==> config.mk <==
export PLATFORM = sky130hd
export DESIGN_NAME = learned_event_table_flat
export DESIGN_NICKNAME = d
export VERILOG_FILES = /design/src/sv/let_pkg.sv /design/src/sv/let_in_if.sv /design/src/sv/let_out_if.sv /design/src/sv/learned_event_table.sv /design/src/sv/let_ram.sv /design/src/sv/let_cmp.sv /design/src/flat_wrapper.sv
export VERILOG_INCLUDE_DIRS = /design/src /design/src/sv
export SDC_FILE = /design/constraint.sdc
export NUM_CORES = 2
export LEC_CHECK = 0
export BUFFER_PORTS_ARGS = -buffer_cell sky130_fd_sc_hd__buf_2
export CORE_MARGIN = 2
export CORE_UTILIZATION = 40
export DETAILED_ROUTE_END_ITERATION = 12
export PLACE_DENSITY = 0.54
export SLEW_MARGIN = 10
export SYNTH_ARGS = -nofsm -noshare
export SYNTH_HDL_FRONTEND = slang
export SYNTH_SLANG_ARGS = --single-unit
==> constraint.sdc <==
create_clock -name i_clk -period 19.1 [get_ports i_clk]
set_input_delay 1.91 -clock i_clk [delete_from_list [all_inputs] [get_ports i_clk]]
set_output_delay 1.91 -clock i_clk [all_outputs]
set_load 0.03 [all_outputs]
==> src/sv/learned_event_table_assert.svh <==
// assertion macros for the learned event table
// used by the top level only, no other dependencies
`ifndef LEARNED_EVENT_TABLE_ASSERT_SVH
`define LEARNED_EVENT_TABLE_ASSERT_SVH

// condition must hold at every clock edge out of reset
`define LET_ASSERT_ALWAYS(lbl, clk, rst_n, cond, msg) \
    lbl: assert property (@(posedge clk) disable iff (!rst_n) (cond)) else $error(msg);

// same-cycle implication
`define LET_ASSERT_IMPL(lbl, clk, rst_n, ante, cons, msg) \
    lbl: assert property (@(posedge clk) disable iff (!rst_n) (ante) |-> (cons)) \
        else $error(msg);

// next-cycle implication
`define LET_ASSERT_NEXT(lbl, clk, rst_n, ante, cons, msg) \
    lbl: assert property (@(posedge clk) disable iff (!rst_n) (ante) |=> (cons)) \
        else $error(msg);

`endif

==> src/sv/let_pkg.sv <==
// shared types and constants for the learned event table
// no dependencies
package let_pkg;

    localparam int MAX_EVENTS_DEF     = 32;
    localparam int VARS_PER_EVENT_DEF = 8;

    typedef enum logic [3:0] {
        OP_LEARN     = 4'd0,
        OP_LOOKUP    = 4'd1,
        OP_READ_EV   = 4'd2,
        OP_ERASE_IDX = 4'd3,
        OP_ERASE_EV  = 4'd4,
        OP_ERASE_ALL = 4'd5,
        OP_READ_VAR  = 4'd6,
        OP_WRITE_VAR = 4'd7,
        OP_READ_ALL  = 4'd8
    } t_opcode;

    typedef enum logic [1:0] {
        ST_OK        = 2'd0,
        ST_FULL      = 2'd1,
        ST_NOT_FOUND = 2'd2,
        ST_RANGE     = 2'd3
    } t_status;

    typedef enum logic [3:0] {
        S_CLEAR,
        S_IDLE,
        S_DEC,
        S_SCAN,
        S_POST,
        S_SHIFT_EV,
        S_SHIFT_VAR,
        S_ERASED,
        S_EVOUT,
        S_VRD,
        S_VOUT
    } t_state;

endpackage

==> src/sv/let_in_if.sv <==
// request channel of the learned event table
// no dependencies
interface let_in_if;
    logic        valid;
    logic        ready;
    logic [3:0]  opcode;
    logic [31:0] event_code;
    logic [7:0]  entry_index;
    logic [7:0]  var_index;
    logic [7:0]  var_value;

    modport source (
        output valid, opcode, event_code, entry_index, var_index, var_value,
        input  ready
    );
    modport sink (
        input  valid, opcode, event_code, entry_index, var_index, var_value,
        output ready
    );
endinterface

==> src/sv/let_out_if.sv <==
// response channel of the learned event table
// no dependencies
interface let_out_if;
    logic        valid;
    logic        ready;
    logic [1:0]  status;
    logic [4:0]  found_index;
    logic [31:0] event_out;
    logic [7:0]  var_out;
    logic        last;

    modport source (
        output valid, status, found_index, event_out, var_out, last,
        input  ready
    );
    modport sink (
        input  valid, status, found_index, event_out, var_out, last,
        output ready
    );
endinterface

==> src/sv/learned_event_table.sv <==
// learned event table top level: sequencer, event ram, variable ram, match unit
// depends on let_pkg, let_in_if, let_out_if, let_ram, let_cmp and the assert header
//
//   channel   direction  handshake      word
//   i_in      in         valid/ready    opcode, event_code, entry_index, var_index, var_value
//   o_out     out        valid/ready    status, found_index, event_out, var_out, last
//
// after reset the variable ram is zeroed one cell a cycle, with i_in.ready low
// one request at a time; ready only in idle. ops settled at decode register their word
// from the decode state; read event goes via S_EVOUT, read variable via S_VRD and S_VOUT
// lookup / learn scan the event ram one entry a cycle
// erase by index shifts later entries, then their variable rows, through the ram read ports;
// erase by event scans for the hit first, then does the same shift
// read all variables gives VARS words via S_VRD and S_VOUT; o_out stalls hold the sequencer
`include "learned_event_table_assert.svh"

module learned_event_table #(
    parameter int MAX_EVENTS     = let_pkg::MAX_EVENTS_DEF,
    parameter int VARS_PER_EVENT = let_pkg::VARS_PER_EVENT_DEF
) (
    input  logic      i_clk,
    input  logic      i_rst_n,
    let_in_if.sink    i_in,
    let_out_if.source o_out
);
    import let_pkg::*;

    // widths derived from the table geometry
    localparam int VC    = MAX_EVENTS * VARS_PER_EVENT;
    localparam int EV_AW = (MAX_EVENTS > 1) ? $clog2(MAX_EVENTS) : 1;
    localparam int VAW   = (VC > 1) ? $clog2(VC) : 1;
    localparam int VCW   = $clog2(VC + 1);
    localparam int CW    = $clog2(MAX_EVENTS + 1);
    localparam int VSW   = (VARS_PER_EVENT > 1) ? $clog2(VARS_PER_EVENT) : 1;
    localparam logic [VCW-1:0] VSTEP    = VCW'(VARS_PER_EVENT);
    localparam logic [VAW-1:0] CLR_LAST = VAW'(VC - 1);
    localparam logic [VSW-1:0] VSEL_LAST = VSW'(VARS_PER_EVENT - 1);

    // sequencer state
    t_state          r_state, n_state;
    logic [CW-1:0]   r_count, n_count;
    logic [VAW-1:0]  r_clr, n_clr;
    // sweep: issue pointer, end bound, pending write/compare slot
    logic [VCW-1:0]  r_src, n_src;
    logic [VCW-1:0]  r_end, n_end;
    logic            r_wv, n_wv;
    logic [VCW-1:0]  r_wa, n_wa;
    logic            r_hit, n_hit;
    logic [CW-1:0]   r_hit_idx, n_hit_idx;
    logic [VSW-1:0]  r_vsel, n_vsel;

    // latched request word
    t_opcode         r_op;
    logic [31:0]     r_code;
    logic [7:0]      r_ei;
    logic [7:0]      r_vi;
    logic [7:0]      r_val;

    // output register
    logic            r_o_vld;
    t_status         r_o_status;
    logic [4:0]      r_o_idx;
    logic [31:0]     r_o_event;
    logic [7:0]      r_o_var;
    logic            r_o_last;

    // result being produced this cycle
    logic            want, emit, out_free;
    t_status         e_status;
    logic [4:0]      e_idx;
    logic [31:0]     e_event;
    logic [7:0]      e_var;
    logic            e_last;

    // ram ports
    logic              ev_we, ev_re;
    logic [EV_AW-1:0]  ev_waddr, ev_raddr;
    logic [31:0]       ev_wdata, ev_rdata;
    logic              var_we, var_re;
    logic [VAW-1:0]    var_waddr, var_raddr;
    logic [7:0]        var_wdata, var_rdata;

    logic              accept, match, issue, sweep_done, entry_ok, var_ok;
    logic [VCW-1:0]    step;
    logic [VAW-1:0]    vaddr;

    let_ram #(.WIDTH(32), .DEPTH(MAX_EVENTS)) u_ev_ram (
        .i_clk   (i_clk),
        .i_we    (ev_we),
        .i_waddr (ev_waddr),
        .i_wdata (ev_wdata),
        .i_re    (ev_re),
        .i_raddr (ev_raddr),
        .o_rdata (ev_rdata)
    );

    let_ram #(.WIDTH(8), .DEPTH(VC)) u_var_ram (
        .i_clk   (i_clk),
        .i_we    (var_we),
        .i_waddr (var_waddr),
        .i_wdata (var_wdata),
        .i_re    (var_re),
        .i_raddr (var_raddr),
        .o_rdata (var_rdata)
    );

    // one comparator shared by every scan step
    let_cmp u_cmp (
        .i_stored (ev_rdata),
        .i_query  (r_code),
        .o_match  (match)
    );

    assign i_in.ready = (r_state == S_IDLE);
    assign accept     = i_in.valid && (r_state == S_IDLE);
    assign out_free   = !r_o_vld || o_out.ready;
    assign emit       = want && out_free;

    // bounds are strict: entry index < count, variable index < VARS_PER_EVENT
    assign entry_ok = (r_ei < 8'(r_count));
    assign var_ok   = entry_ok && (r_vi < 8'(VARS_PER_EVENT));

    // sweep helpers, shared by scan and both shift phases
    assign issue      = (r_src < r_end);
    assign sweep_done = !r_wv && !issue;
    assign step       = (r_state == S_SHIFT_VAR) ? VSTEP : VCW'(1);
    assign vaddr      = VAW'(VCW'(r_ei) * VSTEP + VCW'(r_vsel));

    assign o_out.valid       = r_o_vld;
    assign o_out.status      = r_o_status;
    assign o_out.found_index = r_o_idx;
    assign o_out.event_out   = r_o_event;
    assign o_out.var_out     = r_o_var;
    assign o_out.last        = r_o_last;

    always_ff @(posedge i_clk) begin
        if (!i_rst_n) begin
            r_state <= S_CLEAR;
            r_count <= '0;
            r_clr   <= '0;
            r_wv    <= 1'b0;
            r_o_vld <= 1'b0;
        end else begin
            r_state <= n_state;
            r_count <= n_count;
            r_clr   <= n_clr;
            r_wv    <= n_wv;
            if (emit) begin
                r_o_vld <= 1'b1;
            end else if (o_out.ready) begin
                r_o_vld <= 1'b0;
            end
        end
    end

    // payload and datapath registers
    always_ff @(posedge i_clk) begin
        r_src     <= n_src;
        r_end     <= n_end;
        r_wa      <= n_wa;
        r_hit     <= n_hit;
        r_hit_idx <= n_hit_idx;
        r_vsel    <= n_vsel;
        if (accept) begin
            r_op   <= t_opcode'(i_in.opcode);
            r_code <= i_in.event_code;
            r_ei   <= i_in.entry_index;
            r_vi   <= i_in.var_index;
            r_val  <= i_in.var_value;
        end
        if (emit) begin
            r_o_status <= e_status;
            r_o_idx    <= e_idx;
            r_o_event  <= e_event;
            r_o_var    <= e_var;
            r_o_last   <= e_last;
        end
    end

    always_comb begin
        n_state   = r_state;
        n_count   = r_count;
        n_clr     = r_clr;
        n_src     = r_src;
        n_end     = r_end;
        n_wv      = r_wv;
        n_wa      = r_wa;
        n_hit     = r_hit;
        n_hit_idx = r_hit_idx;
        n_vsel    = r_vsel;

        ev_we     = 1'b0;
        ev_waddr  = r_wa[EV_AW-1:0];
        ev_wdata  = ev_rdata;
        ev_re     = 1'b0;
        ev_raddr  = r_src[EV_AW-1:0];
        var_we    = 1'b0;
        var_waddr = r_wa[VAW-1:0];
        var_wdata = var_rdata;
        var_re    = 1'b0;
        var_raddr = r_src[VAW-1:0];

        want     = 1'b0;
        e_status = ST_OK;
        e_idx    = '0;
        e_event  = '0;
        e_var    = '0;
        e_last   = 1'b1;

        unique case (r_state) inside
            S_CLEAR: begin
                // zero the variable ram after reset
                var_we    = 1'b1;
                var_waddr = r_clr;
                var_wdata = '0;
                n_clr     = r_clr + VAW'(1);
                if (r_clr == CLR_LAST) begin
                    n_state = S_IDLE;
                end
            end
            S_IDLE: begin
                if (accept) begin
                    n_vsel  = VSW'(i_in.var_index);
                    n_state = S_DEC;
                end
            end
            S_DEC: begin
                unique case (r_op) inside
                    OP_LEARN, OP_LOOKUP, OP_ERASE_EV: begin
                        if ((r_op == OP_LEARN) && (r_count >= CW'(MAX_EVENTS))) begin
                            want     = 1'b1;
                            e_status = ST_FULL;
                            if (out_free) begin
                                n_state = S_IDLE;
                            end
                        end else begin
                            // start a scan over the valid entries
                            n_src   = '0;
                            n_end   = VCW'(r_count);
                            n_wv    = 1'b0;
                            n_state = S_SCAN;
                        end
                    end
                    OP_READ_EV: begin
                        if (entry_ok) begin
                            ev_re    = 1'b1;
                            ev_raddr = r_ei[EV_AW-1:0];
                            n_state  = S_EVOUT;
                        end else begin
                            want     = 1'b1;
                            e_status = ST_RANGE;
                            if (out_free) begin
                                n_state = S_IDLE;
                            end
                        end
                    end
                    OP_ERASE_IDX: begin
                        if (entry_ok) begin
                            n_hit_idx = CW'(r_ei);
                            n_src     = VCW'(r_ei) + VCW'(1);
                            n_end     = VCW'(r_count);
                            n_wv      = 1'b0;
                            n_state   = S_SHIFT_EV;
                        end else begin
                            want     = 1'b1;
                            e_status = ST_RANGE;
                            if (out_free) begin
                                n_state = S_IDLE;
                            end
                        end
                    end
                    OP_ERASE_ALL: begin
                        want = 1'b1;
                        if (out_free) begin
                            n_count = '0;
                            n_state = S_IDLE;
                        end
                    end
                    OP_READ_VAR, OP_READ_ALL: begin
                        if ((r_op == OP_READ_VAR) ? var_ok : entry_ok) begin
                            if (r_op == OP_READ_ALL) begin
                                n_vsel = '0;
                            end
                            n_state = S_VRD;
                        end else begin
                            want     = 1'b1;
                            e_status = ST_RANGE;
                            if (out_free) begin
                                n_state = S_IDLE;
                            end
                        end
                    end
                    OP_WRITE_VAR: begin
                        want = 1'b1;
                        if (var_ok) begin
                            e_idx = 5'(r_ei);
                            if (out_free) begin
                                var_we    = 1'b1;
                                var_waddr = vaddr;
                                var_wdata = r_val;
                            end
                        end else begin
                            e_status = ST_RANGE;
                        end
                        if (out_free) begin
                            n_state = S_IDLE;
                        end
                    end
                    default: begin
                        // unused opcodes
                        want     = 1'b1;
                        e_status = ST_RANGE;
                        if (out_free) begin
                            n_state = S_IDLE;
                        end
                    end
                endcase
            end
            S_SCAN: begin
                // read one entry a cycle, compare the one read last cycle
                ev_re = issue;
                n_wv  = issue;
                n_wa  = r_src;
                if (issue) begin
                    n_src = r_src + VCW'(1);
                end
                if (r_wv && match) begin
                    n_hit     = 1'b1;
                    n_hit_idx = CW'(r_wa);
                    n_wv      = 1'b0;
                    n_state   = S_POST;
                end else if (sweep_done) begin
                    n_hit   = 1'b0;
                    n_state = S_POST;
                end
            end
            S_POST: begin
                unique case (r_op)
                    OP_LEARN: begin
                        want  = 1'b1;
                        e_idx = r_hit ? 5'(r_hit_idx) : 5'(r_count);
                        if (out_free) begin
                            if (!r_hit) begin
                                // append at the end of the table
                                ev_we    = 1'b1;
                                ev_waddr = r_count[EV_AW-1:0];
                                ev_wdata = r_code;
                                n_count  = r_count + CW'(1);
                            end
                            n_state = S_IDLE;
                        end
                    end
                    OP_ERASE_EV: begin
                        if (r_hit) begin
                            n_src   = VCW'(r_hit_idx) + VCW'(1);
                            n_end   = VCW'(r_count);
                            n_wv    = 1'b0;
                            n_state = S_SHIFT_EV;
                        end else begin
                            want     = 1'b1;
                            e_status = ST_NOT_FOUND;
                            if (out_free) begin
                                n_state = S_IDLE;
                            end
                        end
                    end
                    default: begin
                        // lookup
                        want = 1'b1;
                        if (r_hit) begin
                            e_idx = 5'(r_hit_idx);
                        end else begin
                            e_status = ST_NOT_FOUND;
                        end
                        if (out_free) begin
                            n_state = S_IDLE;
                        end
                    end
                endcase
            end
            S_SHIFT_EV, S_SHIFT_VAR: begin
                // copy source to source - step, one word a cycle
                if (r_state == S_SHIFT_EV) begin
                    ev_re = issue;
                    ev_we = r_wv;
                end else begin
                    var_re = issue;
                    var_we = r_wv;
                end
                n_wv = issue;
                n_wa = VCW'(r_src - step);
                if (issue) begin
                    n_src = r_src + VCW'(1);
                end
                if (sweep_done) begin
                    if (r_state == S_SHIFT_EV) begin
                        // move the variable rows the same way
                        n_src   = VCW'((VCW'(r_hit_idx) + VCW'(1)) * VSTEP);
                        n_end   = VCW'(VCW'(r_count) * VSTEP);
                        n_state = S_SHIFT_VAR;
                    end else begin
                        n_state = S_ERASED;
                    end
                end
            end
            S_ERASED: begin
                want  = 1'b1;
                e_idx = 5'(r_hit_idx);
                if (out_free) begin
                    n_count = r_count - CW'(1);
                    n_state = S_IDLE;
                end
            end
            S_EVOUT: begin
                want    = 1'b1;
                e_idx   = 5'(r_ei);
                e_event = ev_rdata;
                if (out_free) begin
                    n_state = S_IDLE;
                end
            end
            S_VRD: begin
                var_re    = 1'b1;
                var_raddr = vaddr;
                n_state   = S_VOUT;
            end
            S_VOUT: begin
                want   = 1'b1;
                e_idx  = 5'(r_ei);
                e_var  = var_rdata;
                e_last = (r_op != OP_READ_ALL) || (r_vsel == VSEL_LAST);
                if (out_free) begin
                    if (e_last) begin
                        n_state = S_IDLE;
                    end else begin
                        n_vsel  = r_vsel + VSW'(1);
                        n_state = S_VRD;
                    end
                end
            end
            default: begin
                n_state = S_IDLE;
            end
        endcase
    end

    // checks
    `LET_ASSERT_ALWAYS(a_count_bound, i_clk, i_rst_n, r_count <= CW'(MAX_EVENTS), "entry count beyond table size")
    `LET_ASSERT_IMPL(a_quiet_clear, i_clk, i_rst_n, r_state == S_CLEAR, !r_o_vld && !ev_we, "activity during clearing pass")
    `LET_ASSERT_IMPL(a_full_only, i_clk, i_rst_n, emit && (e_status == ST_FULL), r_count == CW'(MAX_EVENTS), "table full reported below capacity")
    `LET_ASSERT_NEXT(a_erase_dec, i_clk, i_rst_n, (r_state == S_ERASED) && out_free, r_count == $past(r_count) - CW'(1), "erase did not drop the count")

endmodule

==> src/sv/let_ram.sv <==
// generic single write port ram with registered read and read enable
// no dependencies
module let_ram #(
    parameter int WIDTH = 8,
    parameter int DEPTH = 32
) (
    input  logic                                    i_clk,
    input  logic                                    i_we,
    input  logic [((DEPTH > 1) ? $clog2(DEPTH) : 1)-1:0] i_waddr,
    input  logic [WIDTH-1:0]                        i_wdata,
    input  logic                                    i_re,
    input  logic [((DEPTH > 1) ? $clog2(DEPTH) : 1)-1:0] i_raddr,
    output logic [WIDTH-1:0]                        o_rdata
);
    logic [WIDTH-1:0] r_mem [DEPTH];

    always_ff @(posedge i_clk) begin
        if (i_we) begin
            r_mem[i_waddr] <= i_wdata;
        end
        if (i_re) begin
            o_rdata <= r_mem[i_raddr];
        end
    end
endmodule

==> src/sv/let_cmp.sv <==
// event match unit: full word when the node half is nonzero, else low half only
// no dependencies
module let_cmp (
    input  logic [31:0] i_stored,
    input  logic [31:0] i_query,
    output logic        o_match
);
    logic long_query;

    assign long_query = (i_query[31:16] != 16'd0);

    always_comb begin
        if (long_query) begin
            o_match = (i_stored == i_query);
        end else begin
            o_match = (i_stored[15:0] == i_query[15:0]);
        end
    end
endmodule
==> src/flat_wrapper.sv <==
// flat-port wrapper written by rule: the top's interface ports become plain ports
module learned_event_table_flat import let_pkg::*;
#(
    parameter int MAX_EVENTS     = let_pkg::MAX_EVENTS_DEF,
    parameter int VARS_PER_EVENT = let_pkg::VARS_PER_EVENT_DEF
)
  (i_clk, i_rst_n, i_in_valid, i_in_opcode, i_in_event_code, i_in_entry_index, i_in_var_index, i_in_var_value, i_in_ready, o_out_valid, o_out_status, o_out_found_index, o_out_event_out, o_out_var_out, o_out_last, o_out_ready);
  let_in_if i_in_i ();
  let_out_if o_out_i ();
  input  logic i_clk;
  input  logic i_rst_n;
  input wire logic [$bits(i_in_i.valid)-1:0] i_in_valid;
  input wire logic [$bits(i_in_i.opcode)-1:0] i_in_opcode;
  input wire logic [$bits(i_in_i.event_code)-1:0] i_in_event_code;
  input wire logic [$bits(i_in_i.entry_index)-1:0] i_in_entry_index;
  input wire logic [$bits(i_in_i.var_index)-1:0] i_in_var_index;
  input wire logic [$bits(i_in_i.var_value)-1:0] i_in_var_value;
  output wire logic [$bits(i_in_i.ready)-1:0] i_in_ready;
  output wire logic [$bits(o_out_i.valid)-1:0] o_out_valid;
  output wire logic [$bits(o_out_i.status)-1:0] o_out_status;
  output wire logic [$bits(o_out_i.found_index)-1:0] o_out_found_index;
  output wire logic [$bits(o_out_i.event_out)-1:0] o_out_event_out;
  output wire logic [$bits(o_out_i.var_out)-1:0] o_out_var_out;
  output wire logic [$bits(o_out_i.last)-1:0] o_out_last;
  input wire logic [$bits(o_out_i.ready)-1:0] o_out_ready;
  assign i_in_i.valid = i_in_valid;
  assign i_in_i.opcode = i_in_opcode;
  assign i_in_i.event_code = i_in_event_code;
  assign i_in_i.entry_index = i_in_entry_index;
  assign i_in_i.var_index = i_in_var_index;
  assign i_in_i.var_value = i_in_var_value;
  assign i_in_ready = i_in_i.ready;
  assign o_out_valid = o_out_i.valid;
  assign o_out_status = o_out_i.status;
  assign o_out_found_index = o_out_i.found_index;
  assign o_out_event_out = o_out_i.event_out;
  assign o_out_var_out = o_out_i.var_out;
  assign o_out_last = o_out_i.last;
  assign o_out_i.ready = o_out_ready;
  learned_event_table #(.MAX_EVENTS(MAX_EVENTS), .VARS_PER_EVENT(VARS_PER_EVENT)) u_core (.i_clk(i_clk), .i_rst_n(i_rst_n), .i_in(i_in_i), .o_out(o_out_i));
endmodule
==> impl_metrics.py <==
metrics = {
    "status": {
        "status": "complete, but fails checks",
        "violations": "slew limit",
    },
    "synthesis": {
        "synth_area_sq_um": 131000,
        "synth_area_leaders": "edfxtp_1, nand2_1, nand3_1",
        "ys_types": 82,
        "synthTopCellsByCount": "edfxtp_1, nand2_1, nand3_1",
        "synth_flop_cell": "edfxtp_1",
        "yosys_warnings": 0,
        "synth_top_area_share_pct": 74.8,
        "synth_cells": 9237,
        "synth-seq-area-share_pct": 75.1,
        "synth_edf_count": 3253,
        "synthMostInstantiatedCell": "edfxtp_1",
        "synth_area_per_cell_sq_um": 14.1,
        "yosysTopAreaCell": "edfxtp_1",
        "syn_nets": 9328,
        "ys_seq_elements": 3273,
        "synthArstFlopShare_pct": 0,
    },
    "power_and_ir_drop": {
        "power_frac_seq_pct": 48.0,
        "p_leak_uw": 0.0484,
        "p_switching_uw": 4650,
        "intPower_uw": 12500,
        "pwr-share-clk_pct": 38.6,
        "sw_frac_of_total_pct": 27.2,
        "p_per_area_nw_per_um2": 116,
        "ir_drop_mv": 0.103,
        "combinationalPowerShare_pct": 13.4,
    },
    "placed_design": {
        "place.detailed.hpwl_um": 244000,
        "io_buffers": 113,
        "placed_area_sq_um": 136000,
        "dp_cells": 13300,
        "gp_congestion": 0.896,
    },
    "clocking": {
        "cts_setup_buffers": 0,
        "cts.clk_slew.worst_paths_ns": 0.06,
        "cts_sinks": 3273,
        "clk_latency_ns": 0.93,
        "ctsHoldBuffers": 0,
        "cts.htree.levels": 5,
        "cts_resized": 0,
        "cts_root_buf": "clkbuf_16",
        "cts_buffer_depth": 4,
        "cts_tree": "done",
        "numCtsBuffers": 341,
    },
    "global_route": {
        "grt_pass1_vias": 79600,
        "grt_usage_pct": 25.3,
        "grt_pass1_wl_um": 602000,
        "grt_antenna_before_repair": 18,
        "gr-total-overflow": 0,
        "grt_max_degree": 187,
    },
    "critical_path": {
        "rr_worst_depth": 11,
        "end_kind": "flop",
        "cpMaxStageDelayCell": "a41oi_1",
        "start_kind": "flop",
        "arrival_ns": 7.89,
        "crit_required_ns": 19.85,
        "crit_chain": "nand4bb_2 > mux2_8 > buf_4 > buf_4 > buf_4 > nand2_1 > nand3_1 > nand4_1 > a41oi_1 > o31ai_1 > a211oi_1",
        "slowest_delay_ns": 1.10,
        "cpMostUsedCell": "buf_4",
        "r2r_end": "u_core.u_var_ram.o_rdata[7]",
        "cp_max_fo": 68,
        "crit_family": "buffers and inverters",
        "rrSetupSlack_ns": 11.96,
        "worst-path-buf-inv": 3,
        "timing.rr.start": "u_core.r_state[3]",
        "critical_path_class": "flop to flop",
    },
    "sta": {
        "setup_tns_ns": 0,
        "fmax_mhz": 140,
        "rsz0062_at_grt": "false",
        "clock-skew-final_ns": 0.0760,
        "fin_crit_ns": 7.14,
        "final_max_slew_viol_count": 21,
        "setup_viol": 0,
        "finalHoldWorstSlack_ns": 0.526,
        "tightest_slew_ns": 1.51,
        "relSlewSlack_pct": -0.491,
        "final_hold_viol_count": 0,
        "post-route-period-util_pct": 37.4,
    },
    "hold_path": {
        "worstHoldPathCells": 2,
        "hold_class": "flop to flop",
        "hold_end": "u_core.r_clr[5]",
        "hold_start": "u_core.r_clr[5]",
    },
    "layout": {
        "seq_area_sq_um": 98100,
        "syn_to_final_growth_pct": 12.7,
        "fillers": 28500,
        "drive_gt1_share_pct": 10.5,
        "multiInputGateArea_sq_um": 30200,
        "fin_util_pct": 45.3,
        "fin_area_sq_um": 147000,
        "final_nets": 9436,
        "instances_no_fill": 14000,
    },
    "route": {
        "drtAntennaViolNets": 0,
        "wl_um": 428000,
        "vias": 82900,
        "wl_per_cell_um": 30.7,
        "drt_first_pass_iters": 7,
        "viasPerCell": 5.94,
        "drt_iter0_drc": 11200,
        "drc": 0,
    },
    "run": {
        "maxCapViolCount": 0,
    },
    "floorplan": {
        "start_util_pct": 40.2,
        "die_h_um": 575,
        "dieArea_sq_um": 331000,
        "rows": 209,
        "core_sq_um": 325000,
        "io_pins": 114,
        "die_width_um": 575,
    },
}
## worst min-delay path: stages, from the launching register on
cell,delay [ns]
dfxtp_1,0.33
o21ai_0,0.09
a21oi_1,0.06
## cell type report
cell class                      count  share of cell area (%)
Sequential cell                  3273                    66.7
Multi-Input combinational cell   5367                    20.5
Clock buffer                      429                    6.17
Tap cell                         4325                    3.68
Timing Repair Buffer              327                    1.56
Clock inverter                    187                    1.26
Inverter                           35                  0.0893
Antenna cell                        7                  0.0119
## registers in the layout, indices dropped and copies added, names as in the netlist, 4 cells and up
register and flops:
u_core.o_out.event_out 32, u_core.r_code 32, u_core.o_out.var_out 8, u_core.r_clr 8, u_core.u_var_ram.o_rdata 8, u_core.u_ev_ram.r_mem 1024, u_core.r_state 4, u_core.r_end 9
u_core.r_val 8, u_core.r_wa 8, u_core.r_hit_idx 6, u_core.o_out.found_index 5, u_core.r_vi 5, u_core.u_var_ram.r_mem 2048, u_core.r_src 9, u_core.r_count 6
u_core.r_ei 8, u_core.u_ev_ram.o_rdata 32, u_core.r_op 4
## through the flow
step / power [uW] / setup slack, ns
3_5_place_dp: 10600 / 11.99
3_3_place_gp: 10600 / 12.06
5_1_grt: 17600 / 11.71
2_1_floorplan: 9640 / 12.05
6_report: 17100 / 11.96
4_1_cts: 17100 / 12.06
## logic make-up (layout without fill, tap and decap cells)
family	Yosys count	count (layout)	synth area share (%)
simple gates	3783	3783	12.3
xor+xnor	64	64	0.429
flops	3273	3273	75.1
other cells	0	7	0
compound gates	1105	1105	5.73
buf+inv	597	978	2.33
mux	387	387	3.83
fa+ha+maj	28	28	0.272
## power by group through the flow
stage	logic, uW	registers [uW]	clock network (uW)
after detailed placement	2240	8370	0
after global placement	2220	8360	0
after floorplan	1240	8400	0
final	2290	8220	6600
after CTS	2250	8220	6660
after global routing	2390	8220	6950
## worst max-delay path by stage
stage | from | depth (start not counted) | slack, ns | end
after CTS | u_core.r_state[3] | 12 | 12.06 | u_core.u_var_ram.o_rdata[3]
final | u_core.r_state[3] | 11 | 11.96 | u_core.u_var_ram.o_rdata[7]
after detailed placement | o_out_ready | 10 | 11.99 | u_core.u_var_ram.r_mem[153][3]
after floorplan | o_out_ready | 5 | 12.05 | u_core.u_var_ram.r_mem[0][0]
after global placement | o_out_ready | 10 | 12.06 | u_core.u_var_ram.r_mem[147][3]
after global routing | u_core.r_state[3] | 11 | 11.71 | u_core.u_var_ram.o_rdata[7]
## cell usage in the layout, fill, tap and decap left out, drive strengths merged, types with 201 or more instances in the layout
master  synthesis  final
nand2        2338   2338
clkbuf        174    429
nand3         662    662
buf           388    327
a31oi         248    248
a21oi         310    310
edfxtp       3253   3253
mux2i         283    283
a32oi         201    201
nor2          383    383
## metal layers
| layer | global-route usage [%] | wire length (um) | up-vias | part of all wire (%) |
|---|---|---|---|---|
| met5 | 0 | 90 | - | 0.021 |
| met4 | 8.14 | 14800 | 12 | 3.5 |
| met3 | 5.43 | 43100 | 755 | 10 |
| met2 | 39.3 | 195000 | 4518 | 46 |
| met1 | 35.5 | 175000 | 42500 | 41 |
| li1 | - | - | 35000 | - |
No activity file was read; power rests on OpenSTA's default activity.
